<file path="src/hw/rtl/ahfe_pkg.sv">
package ahfe_pkg;

    localparam logic [31:0] C_FORMAT_HCA   = 32'd26;
    localparam logic [31:0] C_MAGIC_HCA    = 32'h4843_4100;  // 'H','C','A',0
    localparam logic [31:0] C_TAG_FMT      = 32'h666D_7400;  // 'f','m','t',0
    localparam logic [31:0] C_TAG_COMP     = 32'h636F_6D70;  // 'c','o','m','p'
    localparam logic [3:0]  C_FMT_DONE     = 4'd13;
    localparam logic [1:0]  C_COMP_DONE    = 2'd3;
    localparam int          C_FRAME_SHIFT  = 10;             // 1024 frames per block

    localparam int          C_IN_TDATA_W   = 40;
    localparam int          C_OUT_TDATA_W  = 128;
    localparam int          C_FRAMES_W     = 42;

    typedef struct packed {
        logic        magic;
        logic        fmt_done;
        logic        comp_done;
        logic [7:0]  channels;
        logic [23:0] rate;
        logic [31:0] blocks;
        logic [15:0] delay;
        logic [15:0] padding;
        logic [15:0] block_size;
    } t_scan_info;

endpackage

</file>
<file path="src/hw/rtl/ahfe_scan.sv">
module ahfe_scan (
    input  logic                  i_clk,
    input  logic                  i_rst_n,
    input  logic                  i_step,
    input  logic [7:0]            i_byte,
    input  logic                  i_last,
    output ahfe_pkg::t_scan_info  o_next
);

    logic [23:0] r_window,   n_window;
    logic        r_magic,    n_magic;
    logic [3:0]  r_fmt_prog, n_fmt_prog;
    logic [1:0]  r_comp_prog, n_comp_prog;
    logic [7:0]  r_channels, n_channels;
    logic [23:0] r_rate,     n_rate;
    logic [31:0] r_blocks,   n_blocks;
    logic [15:0] r_delay,    n_delay;
    logic [15:0] r_padding,  n_padding;
    logic [15:0] r_bsize,    n_bsize;
    logic [31:0] quad;

    always_comb begin
        quad        = {r_window, i_byte};
        n_window    = quad[23:0];
        n_magic     = r_magic;
        n_fmt_prog  = r_fmt_prog;
        n_comp_prog = r_comp_prog;
        n_channels  = r_channels;
        n_rate      = r_rate;
        n_blocks    = r_blocks;
        n_delay     = r_delay;
        n_padding   = r_padding;
        n_bsize     = r_bsize;
        if (r_magic) begin
            // capture the 12 bytes after the fmt tag, big-endian
            if (r_fmt_prog != 4'd0 && r_fmt_prog < ahfe_pkg::C_FMT_DONE) begin
                case (r_fmt_prog) inside
                    4'd1:          n_channels = i_byte;
                    [4'd2:4'd4]:   n_rate     = {r_rate[15:0], i_byte};
                    [4'd5:4'd8]:   n_blocks   = {r_blocks[23:0], i_byte};
                    [4'd9:4'd10]:  n_delay    = {r_delay[7:0], i_byte};
                    default:       n_padding  = {r_padding[7:0], i_byte};
                endcase
                n_fmt_prog = r_fmt_prog + 4'd1;
            end else if (r_fmt_prog == 4'd0 && quad == ahfe_pkg::C_TAG_FMT) begin
                n_fmt_prog = 4'd1;
            end
            if (r_comp_prog != 2'd0 && r_comp_prog != ahfe_pkg::C_COMP_DONE) begin
                n_bsize     = {r_bsize[7:0], i_byte};
                n_comp_prog = r_comp_prog + 2'd1;
            end else if (r_comp_prog == 2'd0 && quad == ahfe_pkg::C_TAG_COMP) begin
                n_comp_prog = 2'd1;
            end
        end else if (quad == ahfe_pkg::C_MAGIC_HCA) begin
            n_magic = 1'b1;
        end
    end

    always_comb begin
        o_next.magic      = n_magic;
        o_next.fmt_done   = (n_fmt_prog == ahfe_pkg::C_FMT_DONE);
        o_next.comp_done  = (n_comp_prog == ahfe_pkg::C_COMP_DONE);
        o_next.channels   = n_channels;
        o_next.rate       = n_rate;
        o_next.blocks     = n_blocks;
        o_next.delay      = n_delay;
        o_next.padding    = n_padding;
        o_next.block_size = n_bsize;
    end

    // clear everything after the final byte of an entry
    always_ff @(posedge i_clk) begin
        if (!i_rst_n || (i_step && i_last)) begin
            r_window    <= '0;
            r_magic     <= 1'b0;
            r_fmt_prog  <= '0;
            r_comp_prog <= '0;
            r_channels  <= '0;
            r_rate      <= '0;
            r_blocks    <= '0;
            r_delay     <= '0;
            r_padding   <= '0;
            r_bsize     <= '0;
        end else if (i_step) begin
            r_window    <= n_window;
            r_magic     <= n_magic;
            r_fmt_prog  <= n_fmt_prog;
            r_comp_prog <= n_comp_prog;
            r_channels  <= n_channels;
            r_rate      <= n_rate;
            r_blocks    <= n_blocks;
            r_delay     <= n_delay;
            r_padding   <= n_padding;
            r_bsize     <= n_bsize;
        end
    end

endmodule

</file>
<file path="src/hw/rtl/audio_header_field_extractor.sv">
// Result path: the last byte passes the input register, then the result register, where the result becomes valid.
// Throughput: one byte per cycle; bytes that are not last keep flowing while a
// finished result waits on the master side, and a last byte holds in the input
// register until the result register is free.
// Reset: synchronous, active low; clears the pipeline valids and all scan state.
module audio_header_field_extractor (
    input  logic         i_clk,
    input  logic         i_rst_n,
    input  logic         i_s_axis_tvalid,
    output logic         o_s_axis_tready,
    // [7:0] data_byte, [39:8] format_code
    input  logic [39:0]  i_s_axis_tdata,
    input  logic         i_s_axis_tlast,
    output logic         o_m_axis_tvalid,
    input  logic         i_m_axis_tready,
    // [7:0] channel_count, [31:8] sample_rate, [63:32] block_total,
    // [105:64] frame_total, [121:106] block_bytes, [127:122] zero
    output logic [127:0] o_m_axis_tdata
);

    logic                              r_in_valid;
    logic [7:0]                        r_in_byte;
    logic                              r_in_last;
    logic [31:0]                       r_in_format;
    logic                              r_out_valid;
    logic [ahfe_pkg::C_OUT_TDATA_W-1:0] r_out_data, n_out_data;
    logic                              out_free;
    logic                              advance;
    logic                              fmt_ok;
    logic                              comp_ok;
    logic [ahfe_pkg::C_FRAMES_W-1:0]   total;
    logic [ahfe_pkg::C_FRAMES_W-1:0]   cut;
    logic [ahfe_pkg::C_FRAMES_W-1:0]   frames;
    ahfe_pkg::t_scan_info              scan;

    assign out_free        = !r_out_valid || i_m_axis_tready;
    assign advance         = r_in_valid && (!r_in_last || out_free);
    assign o_s_axis_tready = !r_in_valid || advance;
    assign o_m_axis_tvalid = r_out_valid;
    assign o_m_axis_tdata  = r_out_data;

    ahfe_scan u_scan (
        .i_clk   (i_clk),
        .i_rst_n (i_rst_n),
        .i_step  (advance),
        .i_byte  (r_in_byte),
        .i_last  (r_in_last),
        .o_next  (scan)
    );

    always_comb begin
        fmt_ok  = (r_in_format == ahfe_pkg::C_FORMAT_HCA) && scan.magic && scan.fmt_done;
        comp_ok = (r_in_format == ahfe_pkg::C_FORMAT_HCA) && scan.magic && scan.comp_done;
        total   = {scan.blocks, {ahfe_pkg::C_FRAME_SHIFT{1'b0}}};
        cut     = ahfe_pkg::C_FRAMES_W'({1'b0, scan.delay} + {1'b0, scan.padding});
        frames  = (fmt_ok && total > cut) ? total - cut : '0;
        n_out_data = '0;
        if (fmt_ok) begin
            n_out_data[7:0]   = scan.channels;
            n_out_data[31:8]  = scan.rate;
            n_out_data[63:32] = scan.blocks;
        end
        n_out_data[105:64] = frames;
        if (comp_ok) begin
            n_out_data[121:106] = scan.block_size;
        end
    end

    always_ff @(posedge i_clk) begin
        if (!i_rst_n) begin
            r_in_valid  <= 1'b0;
            r_out_valid <= 1'b0;
        end else begin
            if (o_s_axis_tready) begin
                r_in_valid <= i_s_axis_tvalid;
            end
            if (advance && r_in_last) begin
                r_out_valid <= 1'b1;
            end else if (i_m_axis_tready) begin
                r_out_valid <= 1'b0;
            end
        end
    end

    always_ff @(posedge i_clk) begin
        if (o_s_axis_tready) begin
            r_in_byte   <= i_s_axis_tdata[7:0];
            r_in_format <= i_s_axis_tdata[39:8];
            r_in_last   <= i_s_axis_tlast;
        end
        if (advance && r_in_last) begin
            r_out_data <= n_out_data;
        end
    end

endmodule
</file>
<file path="config.mk">
export PLATFORM = sky130hd
export DESIGN_NAME = audio_header_field_extractor
export DESIGN_NICKNAME = d
export VERILOG_FILES = /design/src/hw/rtl/ahfe_pkg.sv /design/src/hw/rtl/ahfe_scan.sv /design/src/hw/rtl/audio_header_field_extractor.sv
export SDC_FILE = /design/constraint.sdc
export NUM_CORES = 1
export LEC_CHECK = 0
export ABC_AREA = 0
export BUFFER_PORTS_ARGS = -buffer_cell sky130_fd_sc_hd__buf_2
export CAP_MARGIN = 30
export CORE_MARGIN = 2
export CORE_UTILIZATION = 59
export CTS_CLUSTER_SIZE = 24
export DETAILED_ROUTE_END_ITERATION = 10
export PLACE_DENSITY_LB_ADDON = 0.05
export SYNTH_ARGS = -nofsm -noshare
export SYNTH_HDL_FRONTEND = slang
export SYNTH_HIERARCHICAL = 1
export SYNTH_SLANG_ARGS = --single-unit
</file>
<file path="constraint.sdc">
create_clock -name i_clk -period 7.1 [get_ports i_clk]
set_clock_uncertainty 0.15 [all_clocks]
set_input_delay 0 -clock i_clk [delete_from_list [all_inputs] [get_ports i_clk]]
set_output_delay 0 -clock i_clk [all_outputs]
set_load 0.005 [all_outputs]
</file>
; ---- After elaboration in Yosys (flattened, before gate mapping)
; Cells that the tools add are included.
[classes]
add_sub_neg = 4
magnitude_cmp = 8
n_eq_ne = 8
muxes = 36
reduce_logical = 26
[op_table]
columns = operator, count
row1 = $mux 16, 14
row2 = $mux 32, 5
row3 = $eq 32x31->1 const B, 3
row4 = $mux 24, 4
row5 = $gt 42x17->1, 1
row6 = $sub 42x17->42, 1
row7 = $eq 32x5->1 const B, 1
row8 = $mux 8, 3
row9 = $add 16x16->17, 1
row10 = $logic_and 1x1->1, 13
row11 = $mux 4, 3
row12 = $le 4x4->1 const B, 2
row13 = $mux 2, 3
row14 = $add 4x1->4 const B, 1
row15 = $eq 4x1->1 const B, 1
row16 = $eq 4x4->1 const B, 1
row17 = $ge 4x2->1 const B, 1
row18 = $ge 4x3->1 const B, 1
row19 = $ge 4x4->1 const B, 1
row20 = $le 4x3->1 const B, 1
row21 = $logic_not 1->1, 4
row22 = $logic_not 4->1, 1
row23 = $logic_or 1x1->1, 4
row24 = $lt 4x4->1 const B, 1
row25 = other kinds (7), 11
[totals]
reg_bits = 308
in_bits = 45
out_inout_bits = 130
wordCells = 100

; ---- Longest topological paths before layout
; Gate-level depths: netlist of the first run.
[logic_depth]
ltp_word = 11
mapped_depth = 32
depth_no_buf = 28

; ---- By module
; The synthesis of the first run kept the hierarchy.
[modules_own_cells]
columns = mod, n_inst, cells_each, area_each_um2, seq_area_each_um2
row1 = audio_header_field_extractor, 1, 611, 7815.0, 4934.7
row2 = ahfe_scan, 1, 743, 7055.5, 2862.7

; ---- Worst setup path after synthesis of the first run
; Ideal clock, no wire load.
[synth_path]
path_type = register -> register
start = register r_in_last
end = register r_out_data, in the netlist o_m_axis_tdata[0], enable pin
setup_time_ns = 0.606
t_arrival_ns = 5.548
t_required_ns = 6.344
path_slack_ns = 0.796
stages_incl_launch_ff = 3
n_path_buf = 0
synth_period_minus_slack_ns = 6.304
cell_sequence = edfxtp_1 -> nand2_1 -> nor2_1
[synth_via]
elab_chain_len = 4
[synth_lines]
columns = item, line_no
row1 = "start, declared", audio_header_field_extractor.sv:23  ; logic r_in_last;
row2 = "start signal, assigned", audio_header_field_extractor.sv:89  ; r_in_last <= i_s_axis_tlast;
row3 = $logic_not 1->1, audio_header_field_extractor.sv:37  ; assign advance = r_in_valid && (!r_in_last || out_free);
row4 = $logic_or 1x1->1, audio_header_field_extractor.sv:37
row5 = $logic_and 1x1->1, audio_header_field_extractor.sv:37
row6 = $logic_and 1x1->1 (*), audio_header_field_extractor.sv:91  ; if (advance && r_in_last) begin
row7 = "end signal, assigned", audio_header_field_extractor.sv:92  ; r_out_data <= n_out_data;
row8 = "end, declared", audio_header_field_extractor.sv:26  ; logic [ahfe_pkg::C_OUT_TDATA_W-1:0] r_out_data, n_out_data;
; Every way passes the cells marked *; elsewhere a longest branch is shown, timed or not.
; A chain may end at the register's enable or synchronous reset.

==> results of run 1 <==
-- area by class of cell --
| cell class | count | area share [%] |
|---|---|---|
| Clock inverter | 11 | 0.765 |
| Multi-Input combinational cell | 934 | 37.0 |
| Tap cell | 330 | 2.32 |
| Clock buffer | 47 | 5.06 |
| Inverter | 22 | 0.463 |
| Sequential cell | 308 | 43.8 |
| Timing Repair Buffer | 274 | 10.6 |
-- per-stage QoR --
step | std cells | util (%) | hold WS, ps | instance area (sq um)
after floorplan | 1359 | - | -51.1 | 14900
after global placement | 1780 | 63.5 | 25.9 | 15900
after detailed placement | 1781 | 63.6 | 28.1 | 15900
after CTS | 1925 | 71.2 | 191 | 17800
after global routing | 1926 | 71.4 | 81.8 | 17800
final | 1926 | 71.4 | 73.8 | 17800
-- Yosys cell counts (all sizes together), types with 3 or more instances --
cell type  instances
edfxtp           163
nor2             152
dfxtp            145
mux2             113
nand2             94
mux2i             82
and3              79
o21ai             78
nand3             71
buf               49
clkbuf            46
ha                29
a21oi             28
inv               22
xnor2             21
xor2              20
or3               13
nor3              12
nor4              12
nand4             10
a211oi             9
nand2b             9
and2               6
nand4b             5
nor3b              5
o31ai              5
or2                5
a21boi             4
a31oi              4
o21a               4
or4                4
a21o               3
a31o               3
nor4bb             3
o2111ai            3
o21bai             3
o221ai             3
-- layer usage --
| layer | GRT usage, % | wire length (microns) | vias up |
|---|---|---|---|
| met5 | 0 | 0 | - |
| li1 | - | - | 5330 |
| met1 | 33.9 | 15100 | 5211 |
| met4 | 6.92 | 682 | 0 |
| met3 | 3.06 | 1530 | 50 |
| met2 | 42.9 | 16700 | 289 |
-- flip-flops by register name (all words and copies together), names as in the netlist, 2 cells and up --
signal and flops:
o_m_axis_tdata 122, r_in_format 32, u_scan/r_blocks 32, u_scan/r_rate 24, u_scan/r_window 24, u_scan/r_bsize 16
u_scan/r_delay 16, u_scan/r_padding 16, r_in_byte 8, u_scan/r_channels 8, u_scan/r_fmt_prog 4, u_scan/r_comp_prog 2
-- cells by family after synthesis --
family	after synthesis
AO/OA/AOI/OAI	170
XOR/XNOR	41
adder cells (fa/ha/maj)	30
buffers and inverters	117
flip-flops	308
multiplexers	195
other	1
AND/OR/NAND/NOR	492
-- critical path, cell delays in order, from the launching register on --
cell and delay, ps:
dfxtp_2 380, inv_1 150, ha_1 320, nor3b_1 230, o21ai_0 130, a31oi_2 270, nand2_4 190, mux2_4 340
ha_1 240, fa_1 450, a21oi_1 220, o221ai_1 180, a31o_2 260, a21oi_1 250, o21ai_0 120, o211a_1 150
nor3_1 180, o21bai_1 110, a21oi_1 180, ha_1 400, a211o_1 370, or3_1 350, or4_1 420, a21oi_1 160
xnor2_1 130, nor2_1 50
-- worst paths after layout --
path,from,to,slack (ps),depth (start not counted)
worst min-delay path,i_m_axis_tready,r_in_format[1]$_DFFE_PP_,70,3
worst min register to register,u_scan/r_padding[13]$_SDFFE_PP0P_,u_scan/r_padding[13]$_SDFFE_PP0P_,300,2
worst max register to register,u_scan/r_fmt_prog[1]$_SDFFE_PP0P_,o_m_axis_tdata[103]$_SDFFCE_PN0P_,450,25
worst max-delay path,u_scan/r_fmt_prog[1]$_SDFFE_PP0P_,o_m_axis_tdata[103]$_SDFFCE_PN0P_,450,25
-- power groups by stage --
stage	combinational, mW	clock, mW	sequential (mW)
after global routing	0.164	1.76	1.94
after CTS	0.147	1.67	1.93
after floorplan	0.0590	0	1.97
final	0.151	1.66	1.93
after global placement	0.111	0	1.97
after detailed placement	0.112	0	1.97
-- repair_timing --
action / in CTS / in global routing
resized for setup: 0 / 6
setup endpoints to repair: 0 / 49
endpoints found under the hold margin: 114 / 0
hold buffers: 86 / 0
==> out/results.ini, run 1 <==
[logic_synthesis]
synthMuxAreaShare_pct=14.3
synthSimpleGateAreaFrac_pct=16.9
synth_edf_count=163
yosys_warnings=6
synth_largest_area_cell=edfxtp_1
synth_xor_area_share_pct=2.41
ys_ff_latch=308
synth.avg_cell_area_sq_um=11.0
synth_ff_type=edfxtp_1
ys_async_sr_fraction_pct=0
synthCells=1354
synth_area_leaders=edfxtp_1 33%, dfxtp_1 20%, mux2_2 7.8%
synthAdderAreaFrac_pct=2.57
synth_area_sq_um=14900
yosysSeqAreaShare_pct=52.4
netlist.area_leader.share_pct=32.9
synth_compound_area_share_pct=7.56
ys_types=86
synth_top_family_by_area=simple AND/OR/NAND/NOR gates

[critical_path]
worstPathArrival_ps=6810
worstPathMaxFanout=12
critical_path_class=reg -> reg
end_kind=flip-flop
required_ps=7260
cp-start-kind=flip-flop

[floorplanning]
initial_core_util_pct=59.6
die_x_microns=163
fp.dieH_microns=163
io_pins=175
core_area_sq_um=25000
dieArea_sq_um=26500
rows=58

[drt]
drtIter0Drc=931
drc_errors=0
vias=10900
first_pass_iters=5
wl_per_cell_microns=17.7
ant_nets=0
wl_mm=34.0
viasPerCell=5.65

[sta]
finalSetupTns_ps=0
setup_viol=0
period_minus_slack_ps=6650
rsz0062_at_grt=no
fmax_ghz=0.150
layout_setup_ws_ps=450
worst_pin_slew_ps=926
fin_crit_sh_pct=93.7
slew_violations=0
final_hold_viol_count=0
max_slew_margin_pct=38.2

[placed_design]
dp_slack_ps=147
dpl.hpwl_mm=20.8
gp_congestion=0.939
io_buffers=168

[pwr]
pwr-share-comb_pct=4.0
cellLeakagePower_nw=7.17
pwr-share-clk_pct=44.3
switchingPower_mw=0.779
intPower_mw=2.96
seq_power_share_pct=51.6
fin_total_pwr_mw=3.74
p_per_area_nw_per_um2=210
p_sw_share_pct=20.8
ir_drop_v=0.000221

[grt]
antenna_found_initial=0
grt_max_degree=95
gr-total-overflow=0
grt_pass1_wl_mm=53.5
track_usage_pct=25.1
grt_pass1_vias=10400

[clock_tree]
clock_path_buffers=3
cts_buffers=31
ctsRootBufferMaster=clkbuf_16
clk_pin_slew_worst_paths_ps=60
postCtsSetupBuffers=0
numClockSinks=308
htreeDepth=1
cts_tree=yes
clk_latency_ps=560

[layout]
drive_gt1_share_pct=24.5
multi_input_area_sq_um=6590
layout_commonest_cell=buf_2
synthToLayoutAreaGrowth_pct=19.8
fill_cells=1813
layout_common_cells=168 x buf_2, 163 x edfxtp_1, 149 x nor2_1
final-seq-area_sq_um=7800
nNetsFinal=1646
diodes=0

[outcome]
status=finished clean

[flow_run]
drv_cap=0

[hold_path]
worstHoldPathType=in -> reg

Note: power is estimated with default switching activity, not from simulation.
==> run 2, diff against run 1 <==
--- a/config.mk
+++ b/config.mk
@@ -12,7 +12,8 @@
 export CORE_UTILIZATION = 59
 export CTS_CLUSTER_SIZE = 24
 export DETAILED_ROUTE_END_ITERATION = 10
-export PLACE_DENSITY_LB_ADDON = 0.05
+export PLACE_DENSITY = 0.81
+export RECOVER_POWER = 100
 export SYNTH_ARGS = -nofsm -noshare
 export SYNTH_HDL_FRONTEND = slang
 export SYNTH_HIERARCHICAL = 1
==> out/results.ini, run 2 (synthesis results as in run 1) <==
[outcome]
status=complete, but fails checks
failed_checks=capacitance limit, slew limit

[layout]
diodes=0
drive_gt1_share_pct=20.8
layout_common_cells=163 x edfxtp_1, 148 x nor2_1, 144 x dfxtp_1
postLayoutCoreUtil_pct=71.0
synthToLayoutAreaGrowth_pct=19.2
design_area_sq_um=17700
nNetsFinal=1650
fill_cells=1782
layout_commonest_cell=edfxtp_1
largest_reg_flops=122

[sta]
fin_crit_sh_pct=93.5
final_hold_viol_count=0
max_slew_margin_pct=-137
finalSetupTns_ps=0
rsz0062_at_grt=no
slew_violations=355
period_minus_slack_ps=6640
setup_viol=0
fmax_ghz=0.151
worst_pin_slew_ps=3550

[pwr]
p_per_area_nw_per_um2=211
ir_drop_v=0.000257
cellLeakagePower_nw=7.04
intPower_mw=2.94
switchingPower_mw=0.798
p_sw_share_pct=21.3
pwr-share-clk_pct=44.2
pwr-share-comb_pct=4.2
seq_power_share_pct=51.6

[placed_design]
dpl-instance-area_sq_um=15900
gp_congestion=0.910
io_buffers=168
dpl.hpwl_mm=21.5

[clock_tree]
ctsRootBufferMaster=clkbuf_16
numClockSinks=308
cts_tree=yes
clk_latency_ps=560
cts_buffers=31
clk_pin_slew_worst_paths_ps=70
htreeDepth=1
clock_path_buffers=3

[drt]
wl_mm=35.3
wl_per_cell_microns=18.3
first_pass_iters=5
drtIter0Drc=958
ant_nets=0
vias=11100
drc_errors=0
viasPerCell=5.75

[floorplanning]
core_area_sq_um=25000
initial_core_util_pct=59.6
dieArea_sq_um=26500
rows=58
die_x_microns=163
fp.dieH_microns=163
io_pins=175

[grt]
track_usage_pct=26.4
gr-total-overflow=0
grt_pass1_wl_mm=56.3
grt_pass1_vias=10800
grt_max_degree=74
antenna_found_initial=0

[critical_path]
cp-start-kind=flip-flop
critPathMaxStageDelay_ps=480
crit_slowest_cell=a2111o_1
required_ps=7260
critical_path_class=reg -> reg
worstPathMaxFanout=18
worstPathArrival_ps=6790
end_kind=flip-flop
r2r_cells=26

[hold_path]
holdPathStages=2
worstHoldPathType=in -> reg

[flow_run]
drv_cap=6

[run 2: cell types whose count changed in the layout (fill, tap and decap cells not counted), sizes merged]
cell         delta
clkbuf         +70
clkinvlp        +2
buf            -66
dlygate4sd3     -1
bufinv          -2
clkinv          +1
[run 2: worst paths after layout]
| path | startpoint | end | slack, ps |
|---|---|---|---|
| min reg2reg | u_scan/r_padding[9]$_SDFFE_PP0P_ | u_scan/r_padding[9]$_SDFFE_PP0P_ | 320 |
| max reg2reg | u_scan/r_fmt_prog[1]$_SDFFE_PP0P_ | o_m_axis_tdata[79]$_SDFFCE_PN0P_ | 460 |
| max | u_scan/r_fmt_prog[1]$_SDFFE_PP0P_ | o_m_axis_tdata[79]$_SDFFCE_PN0P_ | 460 |
| min | i_s_axis_tdata[2] | r_in_byte[2]$_DFFE_PP_ | 40 |
[run 2: power by group through the flow]
stage               Clock, mW  Combinational [mW]  Sequential (mW)
floorplan                   0              0.0590             1.97
global placement            0               0.115             1.96
detailed placement          0               0.119             1.97
CTS                      1.67               0.154             1.93
global route             1.75               0.168             1.93
finish                   1.65               0.156             1.93
[run 2: cell type report]
cell class	instances	area (sq um)	area share (%)
flip-flops and latches	308	7800	44.0
multi-input cells	934	6580	37.1
repair buffers	278	1800	10.1
clock buffers	46	942	5.31
well taps	330	413	2.33
clock inverters	12	115	0.649
inverters	22	82.6	0.466
[run 2: worst max-delay path: cells and delay by family, from the launching register on]
kind | cells | cell delay, ps
AND/OR/NAND/NOR | 5 | 750
XOR/XNOR | 1 | 170
buffers and inverters | 2 | 340
flip-flops | 1 | 440
adder cells (fa/ha/maj) | 4 | 1250
multiplexers | 1 | 330
AO/OA/AOI/OAI | 13 | 2920
[run 2: what timing repair did]
item                       4_1_cts  5_1_grt
hold endpoints to repair        91        0
gates resized for setup          0        9
setup endpoints to repair        0       49
setup buffers                    0        1
hold buffers                    85        0
[run 2: layer usage]
layer  vias to the layer above  wire [microns]  track usage, %
li1                       5348               -               -
met4                         0            1140            8.57
met1                      5277           14500            34.4
met5                         -               0               0
met2                       389           17600            46.3
met3                        85            1950            3.03
[run 2: stage by stage]
step | total power [mW] | hold slack, ps | std cells | worst slack, ps
global placement | 2.08 | 26.0 | 1783 | 321
detailed placement | 2.08 | 28.1 | 1786 | 116
CTS | 3.75 | 3.74 | 1929 | 54.0
global route | 3.86 | 16.9 | 1930 | 31.8
finish | 3.74 | 38.7 | 1930 | 463
floorplan | 2.03 | -51.1 | 1359 | 796
